## config.mk

```make
export PLATFORM = sky130hd
export DESIGN_NAME = ivps_div
export DESIGN_NICKNAME = d
export VERILOG_FILES = /design/src/design/ivps_pkg.sv /design/src/design/ivps_div.sv
export SDC_FILE = /design/constraint.sdc
export NUM_CORES = 1
export LEC_CHECK = 0
export ABC_AREA = 1
export BUFFER_PORTS_ARGS = -buffer_cell sky130_fd_sc_hd__buf_2
export CORE_MARGIN = 2
export CORE_UTILIZATION = 40
export CTS_BUF_LIST = sky130_fd_sc_hd__clkbuf_4
export DETAILED_ROUTE_END_ITERATION = 10
export GPL_TIMING_DRIVEN = 0
export HOLD_SLACK_MARGIN = 0.15
export SLEW_MARGIN = 40
export SYNTH_ARGS = -nofsm -noshare
export SYNTH_HDL_FRONTEND = slang
export SYNTH_SLANG_ARGS = --single-unit
```

## constraint.sdc

```tcl
create_clock -name clk -period 2.27 [get_ports clk]
set_input_delay 0.454 -clock clk [delete_from_list [all_inputs] [get_ports clk]]
set_output_delay 0.454 -clock clk [all_outputs]
set_load 0.005 [all_outputs]
```

## src/design/ivps_pkg.sv

```systemverilog
// ----------------------------------------------------------------------------
// ivps_pkg
// Shared types and constants for the irrigation valve and pump sequencer.
// ----------------------------------------------------------------------------
`default_nettype none

package ivps_pkg;

    localparam int ZONE_COUNT = 8;
    localparam int ZONES_USED = (ZONE_COUNT < 8) ? ZONE_COUNT : 8;
    localparam int ZIDX_W     = (ZONES_USED > 1) ? $clog2(ZONES_USED) : 1;

    localparam logic [3:0]  NO_ZONE     = 4'd8;
    localparam logic [31:0] DAY_SECONDS = 32'd86400;
    localparam logic [31:0] MAX32       = 32'hFFFF_FFFF;
    localparam logic [15:0] DELAY_RESET = 16'd1000;
    localparam logic [15:0] DELAY_SAT   = 16'hFFFF;

    // Day quotient of a 33-bit value: ((x >> 7) * DAY_RECIP) >> 36, exact below 2^33
    localparam int          DAY_SHIFT    = 7;
    localparam int          DAY_RECIP_SH = 36;
    localparam logic [26:0] DAY_RECIP    = 27'd101806633;

    // Divider geometry
    localparam int DIV_NUM_W = 33;
    localparam int DIV_DEN_W = 32;
    localparam int DIV_CNT_W = $clog2(DIV_NUM_W + 1);

    // Input actions
    localparam logic [2:0] ACT_TICK       = 3'd0;
    localparam logic [2:0] ACT_SET_PROG   = 3'd1;
    localparam logic [2:0] ACT_START_TEST = 3'd2;
    localparam logic [2:0] ACT_STOP_TEST  = 3'd3;
    localparam logic [2:0] ACT_START_FILL = 3'd4;

    // Configuration register indexes
    localparam logic [1:0] REG_AUTO_ENABLED = 2'd0;
    localparam logic [1:0] REG_OUTDOOR_MASK = 2'd1;
    localparam logic [1:0] REG_DELAY_TICKS  = 2'd2;

    typedef enum logic [2:0] {
        SEQ_IDLE       = 3'd0,
        SEQ_OPEN_FEED  = 3'd1,
        SEQ_OPEN_PUMP  = 3'd2,
        SEQ_CLOSE_PUMP = 3'd3,
        SEQ_CLOSE_FEED = 3'd4
    } seq_state_t;

    typedef enum logic [1:0] {
        MAN_NONE = 2'd0,
        MAN_RUN  = 2'd1,
        MAN_STOP = 2'd2,
        MAN_FILL = 2'd3
    } man_mode_t;

    typedef enum logic [3:0] {
        S_IDLE,
        S_EXEC,
        S_SCAN,
        S_PLAN,
        S_DIV1,
        S_MUL1,
        S_ADD1,
        S_CMP,
        S_DIV2,
        S_DIV2_WAIT,
        S_MUL2,
        S_ADD2,
        S_WR,
        S_RESULT
    } ctl_state_t;

    // Request to the divider
    typedef struct packed {
        logic                 start;
        logic [DIV_NUM_W-1:0] num;
        logic [DIV_DEN_W-1:0] den;
    } div_req_t;

    // Reply from the divider
    typedef struct packed {
        logic                 done;
        logic [DIV_NUM_W-1:0] quot;
    } div_rsp_t;

endpackage

`default_nettype wire

```

## src/design/ivps_div.sv

```systemverilog
// ----------------------------------------------------------------------------
// ivps_div
// Restoring divider, one quotient bit per cycle; done pulses with the quotient.
// ----------------------------------------------------------------------------
`default_nettype none

module ivps_div (
    input  wire logic              clk,
    input  wire logic              rst_n,
    input  wire ivps_pkg::div_req_t req,
    output ivps_pkg::div_rsp_t     rsp
);

    logic                               busy_reg, busy_next;
    logic                               done_reg, done_next;
    logic [ivps_pkg::DIV_CNT_W-1:0]     cnt_reg, cnt_next;
    logic [ivps_pkg::DIV_DEN_W-1:0]     rem_reg, rem_next;
    logic [ivps_pkg::DIV_NUM_W-1:0]     q_reg, q_next;
    logic [ivps_pkg::DIV_DEN_W-1:0]     den_reg, den_next;
    logic [ivps_pkg::DIV_DEN_W:0]       shifted;
    logic [ivps_pkg::DIV_DEN_W+1:0]     diff;
    logic                               ge;

    // Trial subtract of one step
    assign shifted = {rem_reg, q_reg[ivps_pkg::DIV_NUM_W-1]};
    assign diff    = {1'b0, shifted} - {2'b00, den_reg};
    assign ge      = ~diff[ivps_pkg::DIV_DEN_W+1];

    // Load, step and finish
    always_comb
    begin
        busy_next = busy_reg;
        done_next = 1'b0;
        cnt_next  = cnt_reg;
        rem_next  = rem_reg;
        q_next    = q_reg;
        den_next  = den_reg;
        if (req.start)
        begin
            busy_next = 1'b1;
            cnt_next  = '0;
            rem_next  = '0;
            q_next    = req.num;
            den_next  = req.den;
        end
        else if (busy_reg)
        begin
            rem_next = ge ? diff[ivps_pkg::DIV_DEN_W-1:0] : shifted[ivps_pkg::DIV_DEN_W-1:0];
            q_next   = {q_reg[ivps_pkg::DIV_NUM_W-2:0], ge};
            cnt_next = cnt_reg + 1'b1;
            if (cnt_reg == ivps_pkg::DIV_CNT_W'(ivps_pkg::DIV_NUM_W - 1))
            begin
                busy_next = 1'b0;
                done_next = 1'b1;
            end
        end
    end

    always_ff @(posedge clk or negedge rst_n)
    begin
        if (!rst_n)
        begin
            busy_reg <= 1'b0;
            done_reg <= 1'b0;
            cnt_reg  <= '0;
        end
        else
        begin
            busy_reg <= busy_next;
            done_reg <= done_next;
            cnt_reg  <= cnt_next;
        end
    end

    always_ff @(posedge clk)
    begin
        rem_reg <= rem_next;
        q_reg   <= q_next;
        den_reg <= den_next;
    end

    assign rsp.done = done_reg;
    assign rsp.quot = q_reg;

endmodule

`default_nettype wire

```

==> flow_summary.ini, run 1 <==
[run_status]
status = complete, no violations

[power_and_ir_drop]
power_density_nw_per_um2 = 935
ir_worst_vdd_uv = 314
total_power_mw = 8.19
p_leak_nw = 4.58

[yosys]
synth_nets = 1109
async_flop_share = 0.0762
ys.flop_type = edfxtp_1
synthTopCellsByArea = edfxtp_1, nand2_1, inv_1, dfxtp_1, ha_1
ys_ff_latch = 105
ys_types = 37
synthesis.instances = 1006
synthesis.area_um2 = 7010
synth_edf_count = 65
yosysTopAreaCellShare = 0.279
synth_warnings = 0
ys_seq_area_frac = 0.399
syn_avg_cell_area_um2 = 6.97
yosys.area.top_type = edfxtp_1

[timing]
fin_crit_sh = 0.947
hold_violations = 0
tightest_slew_ns = 0.636
slew_headroom = 0.575
fmax_mhz = 465
timing.final.crit_period_ns = 2.15
timing.final.ws_setup_ns = 0.120
clock_skew_ns = 0.0262
holdWs_ns = 0.167
drv_slew = 0
setup_viol = 0

[floorplan]
die_x_um = 136
initial_utilization = 0.407
dieArea_um2 = 18600
ios = 102
core_area_um2 = 17200
die_y_um = 136
rows = 48

[detailed_routing]
drc = 0
drt_iter0_markers = 503
wl_um = 19400
ant_nets = 0
num_vias = 6542
detail_route.vias_per_cell = 4.71
dr.pass1.iters = 5
wl_per_cell_um = 14.0

[cells_and_area]
design_area_um2 = 8760
largest_reg_flops = 33
area_growth_pct = 25.0
layout_commonest_cell = nand2_1
nNetsFinal = 1260
fillCellCount = 1746
drive_gt1_frac = 0.192
final_cell_mix = nand2_1, inv_1, buf_2

[cts]
cts.sinks = 105
clock_path_buffers = 2
clkLatencyLatePin_ns = 0.53
tritoncts = built
cts_buffers = 9
clk_pin_slew_ns = 0.20
h-tree-depth = 3
cts-root-buf = clkbuf_4

[critical_path]
reg2reg_from = den_reg[24]
cp_max_fo = 10
crit_top_cell = nand2_1
path_class = reg2reg
endpoint_kind = flip-flop
worstPathCellList = inv_1 -> ha_1 -> nand2_1 -> inv_2 -> nand2_1 -> nand3_2 -> a21oi_4 -> nor2_4 -> nor2_8 -> buf_12 -> nand2_4 -> buf_6 -> nand2_1 -> nand3_1 -> nand2_1
cp.arrival_ns = 2.63
cp.required_ns = 2.75
cp_slowest_cell = edfxtp_1
startpoint = den_reg[24]
start_kind = flip-flop
max_stage_delay_ns = 0.36

[placement]
dpl.hpwl_um = 14500
globalplace.congestion = 0.937
placed_area_um2 = 7800
dp_slack_ns = -0.747
port_buffers = 101

[hold_path]
hp-start = req[40]
hold_class = in2reg

[global_route]
grt_start_max_net_pins = 43
grt_pass1_wl_um = 30600
antenna_found_initial = 1
grt_pass1_vias = 6068
grt_use_total = 0.214
grt-ovfl-total = 0

[run]
max_cap_viol_count = 0
## per-stage QoR
stage          utilization  cells  setup TNS, ns
5_1_grt              0.508   1388       -0.00894
4_1_cts              0.482   1381              0
6_report             0.508   1388              0
2_1_floorplan            -   1006              0
3_3_place_gp         0.453   1332         -63.37
3_5_place_dp         0.452   1332         -46.86
## routing by layer
| layer | routed length (um) | GRT usage | part of all wire |
|---|---|---|---|
| met5 | 0 | 0 | 0 |
| met4 | 338 | 0.0666 | 0.017 |
| met3 | 945 | 0.0313 | 0.049 |
| met2 | 8840 | 0.344 | 0.45 |
| met1 | 9300 | 0.298 | 0.48 |
## critical path: cells and delay by family (launching register included)
family / cells / cell delay (ns)
AND/OR/NAND/NOR: 9 / 0.83
buffers and inverters: 4 / 0.38
flip-flops: 1 / 0.36
adder cells (fa/ha/maj): 1 / 0.35
AO/OA/AOI/OAI: 1 / 0.18
## what timing repair did
action,in CTS,in global routing
pin swaps,0,12
cloned,0,1
endpoints found under the setup margin,47,32
hold buffers,33,0
hold endpoints to repair,40,0
setup buffers,0,5
resized for setup,6,77
## final cells by class
class                           instances  area (um2)  area share
Antenna cell                            1        2.50    0.000286
Sequential cell                       105        2790       0.319
Tap cell                              225         282      0.0321
Clock inverter                          7        93.8      0.0107
Timing Repair Buffer                  140         913       0.104
Inverter                              186         698      0.0797
Buffer                                 24         185      0.0211
Clock buffer                            9        67.6     0.00771
Multi-Input combinational cell        691        3730       0.425
## where the power goes
group	internal, mW	switching, mW	leakage (nW)
logic	1.86	2.63	3.46
registers	2.35	0.246	1.04
clock network	0.365	0.747	0.0833
total	4.57	3.62	4.58
## Yosys cell counts (3+ instances only)
| library cell | instances |
|---|---|
| inv_2 | 9 |
| ha_1 | 34 |
| inv_1 | 177 |
| nor3_1 | 6 |
| nand3_2 | 4 |
| nand4_1 | 10 |
| nor2_1 | 41 |
| nand3_1 | 82 |
| nand2_1 | 414 |
| nor2_2 | 5 |
| buf_6 | 6 |
| dfrtp_1 | 8 |
| nand2_2 | 7 |
| and2_1 | 3 |
| edfxtp_1 | 65 |
| a21oi_1 | 24 |
| o21ai_1 | 13 |
| dfxtp_1 | 32 |
| nand3b_1 | 14 |
| o21ai_0 | 5 |
| xnor2_1 | 12 |
| clkbuf_1 | 12 |
## kinds of logic after synthesis
kind of cell / Yosys count / synth area share
simple gates: 595 / 0.364
buf+inv: 210 / 0.120
flops: 105 / 0.398
compound gates: 47 / 0.0366
fa+ha+maj: 35 / 0.0636
xor+xnor: 14 / 0.0175
## final timing paths
check,end,slack (ns),cells past startpoint
max,rem_reg[9],0.12,15
min,q_reg[8],0.17,3
max reg2reg,rem_reg[9],0.12,15
min reg2reg,rem_reg[16],0.48,2
max in group asynchronous,busy_reg,1.82,2
min in group asynchronous,cnt_reg[0],0.27,2
Power figures use the tool's default switching activity.
==> run 2, diff against run 1 <==
- CTS_BUF_LIST: sky130_fd_sc_hd__clkbuf_4 -> not set
- HOLD_SLACK_MARGIN: 0.15 -> 0.02
- clock period: 2.27 -> 2.3 ns (I/O delays scaled with it)
==> flow_summary.ini, run 2 (same netlist as run 1, synthesis figures left out) <==
[run_status]
status = complete, no violations

[placement]
dpl.hpwl_um = 14500
port_buffers = 101
globalplace.congestion = 0.937

[detailed_routing]
num_vias = 6444
ant_nets = 0
wl_per_cell_um = 14.1
dr.pass1.iters = 5
detail_route.vias_per_cell = 4.76
drt_iter0_markers = 499
drc = 0
wl_um = 19100

[floorplan]
initial_utilization = 0.407
die_x_um = 136
rows = 48
ios = 102
dieArea_um2 = 18600
die_y_um = 136
core_area_um2 = 17200

[cells_and_area]
layout_commonest_cell = nand2_1
area_growth_pct = 19.9
diodes = 0
fillCellCount = 1776
nNetsFinal = 1227
final_cell_mix = nand2_1, inv_1, buf_2
drive_gt1_frac = 0.182
largest_reg_flops = 33

[critical_path]
endpoint_kind = flip-flop
crit_family = simple AND/OR/NAND/NOR gates
worstPathCellList = inv_1 -> ha_1 -> nand2_1 -> nor3_2 -> nand2_1 -> nor2_2 -> nand2_4 -> nand2_4 -> buf_8 -> nand3_1 -> nand2_1 -> nand2_1
cp_max_fo = 10
path_class = reg2reg
cp.arrival_ns = 2.45
max_stage_delay_ns = 0.36
path_buf_inv = 2
cp.required_ns = 2.55
start_kind = flip-flop
crit_top_cell = nand2_1
cp_slowest_cell = ha_1

[cts]
cts-root-buf = clkbuf_16
clkLatencyLatePin_ns = 0.36
h-tree-depth = 3
cts.sinks = 105
clk_pin_slew_ns = 0.08
cts_buffers = 9
clock_path_buffers = 2
tritoncts = built

[timing]
hold_violations = 0
clock_skew_ns = 0.00988
fin_crit_sh = 0.955
timing.final.crit_period_ns = 2.20
fmax_mhz = 455
slew_headroom = 0.574
tightest_slew_ns = 0.640
setup_viol = 0
holdWs_ns = 0.267
drv_slew = 0

[run]
max_cap_viol_count = 0

[hold_path]
hold_class = in2reg

[global_route]
grt_start_max_net_pins = 43
grt_pass1_wl_um = 30400
grt_pass1_vias = 6003
grt_use_total = 0.212
grt-ovfl-total = 0
antenna_found_initial = 0

[power_and_ir_drop]
power_density_nw_per_um2 = 990
ir_worst_vdd_uv = 502
total_power_mw = 8.32
p_leak_nw = 4.50
[run 2: cell count changes in the layout (fill, tap and decap cells not counted), sizes merged]
cell         before  now
clkbuf           22   21
diode             1    0
dlygate4sd3      33    1
[run 2: where the power goes]
group,switching (mW),internal (mW)
clock network,0.795,0.877
registers,0.221,2.32
logic,2.49,1.62
total,3.50,4.82
[run 2: what timing repair did]
item,4_1_cts,5_1_grt
setup endpoints to repair,55,45
gates resized for setup,3,51
hold buffers,1,0
gates cloned,0,0
pin swaps,0,5
setup buffers,0,5
hold endpoints to repair,8,0
[run 2: final timing paths]
kind / to / slack (ns) / from / cells after the start
setup reg to reg: rem_reg[26] / 0.10 / den_reg[29] / 12
max in group asynchronous: busy_reg / 1.66 / rst_n / 2
setup / recovery: rem_reg[26] / 0.10 / den_reg[29] / 12
hold reg to reg: rem_reg[19] / 0.47 / rem_reg[19] / 2
min in group asynchronous: done_reg / 0.47 / rst_n / 2
hold / removal: den_reg[29] / 0.27 / req[29] / 1
[run 2: stage by stage]
step | util | std cells | TNS [ns] | worst slack, ns | area (um2)
after floorplan | - | 1006 | 0 | 0.319 | 7020
after global placement | 0.453 | 1332 | -60.85 | -1.16 | 7800
after detailed placement | 0.452 | 1332 | -44.34 | -0.723 | 7800
after CTS | 0.472 | 1349 | 0 | 0.00767 | 8140
after global routing | 0.487 | 1354 | -0.00771 | -0.00632 | 8400
final | 0.487 | 1354 | 0 | 0.103 | 8400
[run 2: cell type report]
class / count / area [um2] / share of cell area
Clock buffer: 9 / 225 / 0.0268
Inverter: 186 / 698 / 0.0831
Clock inverter: 7 / 93.8 / 0.0112
Tap cell: 225 / 282 / 0.0335
Multi-Input combinational cell: 691 / 3580 / 0.426
Timing Repair Buffer: 107 / 556 / 0.0661
Sequential cell: 105 / 2790 / 0.332
Buffer: 24 / 174 / 0.0207
[run 2: layer usage]
metal | wire [um] | track usage | up-vias
li1 | - | - | 3356
met1 | 9010 | 0.296 | 2912
met2 | 8620 | 0.343 | 156
met3 | 1140 | 0.0391 | 20
met4 | 303 | 0.0475 | 0
met5 | 0 | 0 | -
==> run 3, diff against run 2 <==
--- a/config.mk
+++ b/config.mk
@@ -12,2 +12,3 @@
 export DETAILED_ROUTE_END_ITERATION = 10
+export GPL_ROUTABILITY_DRIVEN = 0
 export GPL_TIMING_DRIVEN = 0
==> constraint.sdc (replaced) <==
create_clock -name clk -period 2.5 [get_ports clk]
set_input_delay 0.25 -clock clk [delete_from_list [all_inputs] [get_ports clk]]
set_output_delay 0.25 -clock clk [all_outputs]
set_load 0.005 [all_outputs]
==> flow_summary.ini, run 3 (same netlist as run 1, synthesis figures left out) <==
[run_status]
status = complete, no violations

[critical_path]
path_buf_inv = 3
path_class = reg2reg
worstPathCellList = inv_1 -> ha_1 -> nand2_1 -> inv_2 -> nand2_1 -> nand3_2 -> a21oi_4 -> nor2_4 -> nor2_8 -> buf_2 -> nand3_1 -> nand3_1 -> o21ai_1
cp_max_fo = 10
endpoint_kind = flip-flop
crit_family = simple AND/OR/NAND/NOR gates
cp.required_ns = 2.75
start_kind = flip-flop
max_stage_delay_ns = 0.38
cp.arrival_ns = 2.57
cp_slowest_cell = ha_1

[global_route]
grt_use_total = 0.212
antenna_found_initial = 0
grt_pass1_vias = 6108
grt_pass1_wl_um = 30500
grt_start_max_net_pins = 25
grt-ovfl-total = 0

[floorplan]
rows = 48
die_x_um = 136
initial_utilization = 0.407
core_area_um2 = 17200
die_y_um = 136
dieArea_um2 = 18600
ios = 102

[placement]
dp_slack_ns = -0.268
dpl.hpwl_um = 14600
port_buffers = 101

[cells_and_area]
final_util = 0.475
diodes = 0
largest_reg_flops = 33
final_cell_mix = nand2_1, inv_1, buf_2
nNetsFinal = 1224
drive_gt1_frac = 0.149
layout_commonest_cell = nand2_1
area_growth_pct = 16.8

[detailed_routing]
dr.pass1.iters = 4
drc = 0
wl_per_cell_um = 13.9
ant_nets = 0
drt_iter0_markers = 424
num_vias = 6366
detail_route.vias_per_cell = 4.71
wl_um = 18700

[timing]
drv_slew = 0
setup_viol = 0
tns_ns = 0
rsz0062_at_grt = false
timing.final.ws_setup_ns = 0.181
clock_skew_ns = 0.0134
timing.final.crit_period_ns = 2.32
fin_crit_sh = 0.927
tightest_slew_ns = 0.880
fmax_mhz = 431
hold_violations = 0
slew_headroom = 0.411

[power_and_ir_drop]
p_leak_nw = 4.49
total_power_mw = 7.30
power_density_nw_per_um2 = 892
ir_worst_vdd_uv = 404

[cts]
tritoncts = built
cts_buffers = 9
cts.sinks = 105
h-tree-depth = 3
cts-root-buf = clkbuf_16
clock_path_buffers = 2
clk_pin_slew_ns = 0.08
cts_setup_buffers = 0
clkLatencyLatePin_ns = 0.37

[hold_path]
hold_class = in2reg

[run]
max_cap_viol_count = 0
-- run 3: cell types whose count changed in the layout (fill, tap and decap cells not counted), sizes merged --
| cell | previous run | this run |
|---|---|---|
| clkinv | 2 | 3 |
| buf | 118 | 114 |
| clkbuf | 21 | 22 |
| bufinv | 1 | 0 |
-- run 3: final cells by class --
cell class	count	area, um2
Buffer	24	149
Sequential cell	105	2790
Fill cell	1776	9050
Clock inverter	7	85.1
Inverter	186	698
Tap cell	225	282
Multi-Input combinational cell	691	3380
Timing Repair Buffer	104	571
Clock buffer	9	225
-- run 3: stage by stage --
| stage | hold WS (ns) | std cells | cell area [um2] |
|---|---|---|---|
| floorplan | -0.0456 | 1006 | 7010 |
| global placement | 0.114 | 1332 | 7790 |
| detailed placement | 0.114 | 1334 | 7850 |
| CTS | 0.0412 | 1351 | 8170 |
| global route | 0.0434 | 1351 | 8180 |
| finish | 0.0570 | 1351 | 8180 |
-- run 3: report_power, final --
part | switching (mW) | internal, mW | total [mW]
Combinational | 2.22 | 1.30 | 3.52
Clock | 0.752 | 0.720 | 1.47
Sequential | 0.171 | 2.14 | 2.31
-- run 3: per-layer routing --
metal / GRT usage / wire length, um / vias up
li1: - / - / 3339
met1: 0.295 / 8970 / 2836
met2: 0.325 / 8050 / 166
met3: 0.0488 / 1280 / 25
met4: 0.0694 / 425 / 0
met5: 0 / 0 / -
-- run 3: worst reg2reg max path, cell delays in order (launching register included) --
cell	delay, ns
edfxtp_1	0.33
inv_1	0.04
ha_1	0.38
nand2_1	0.16
inv_2	0.05
nand2_1	0.07
nand3_2	0.09
a21oi_4	0.18
nor2_4	0.06
nor2_8	0.18
buf_2	0.36
nand3_1	0.14
nand3_1	0.10
o21ai_1	0.07
-- run 3: repair_timing --
item | CTS | global route
setup endpoints to repair | 0 | 26
endpoints found under the hold margin | 8 | 0
hold buffers | 1 | 0
resized for setup | 0 | 4
-- run 3: worst paths after layout --
| kind | cells after the start | end | start | slack (ns) |
|---|---|---|---|---|
| setup reg to reg | 13 | rem_reg[4] | den_reg[23] | 0.18 |
| max in group asynchronous | 2 | cnt_reg[0] | rst_n | 2.04 |
| setup / recovery | 13 | rem_reg[4] | den_reg[23] | 0.18 |
| hold reg to reg | 2 | rem_reg[22] | rem_reg[22] | 0.47 |
| hold / removal | 1 | den_reg[22] | req[22] | 0.06 |
| min in group asynchronous | 2 | cnt_reg[4] | rst_n | 0.27 |
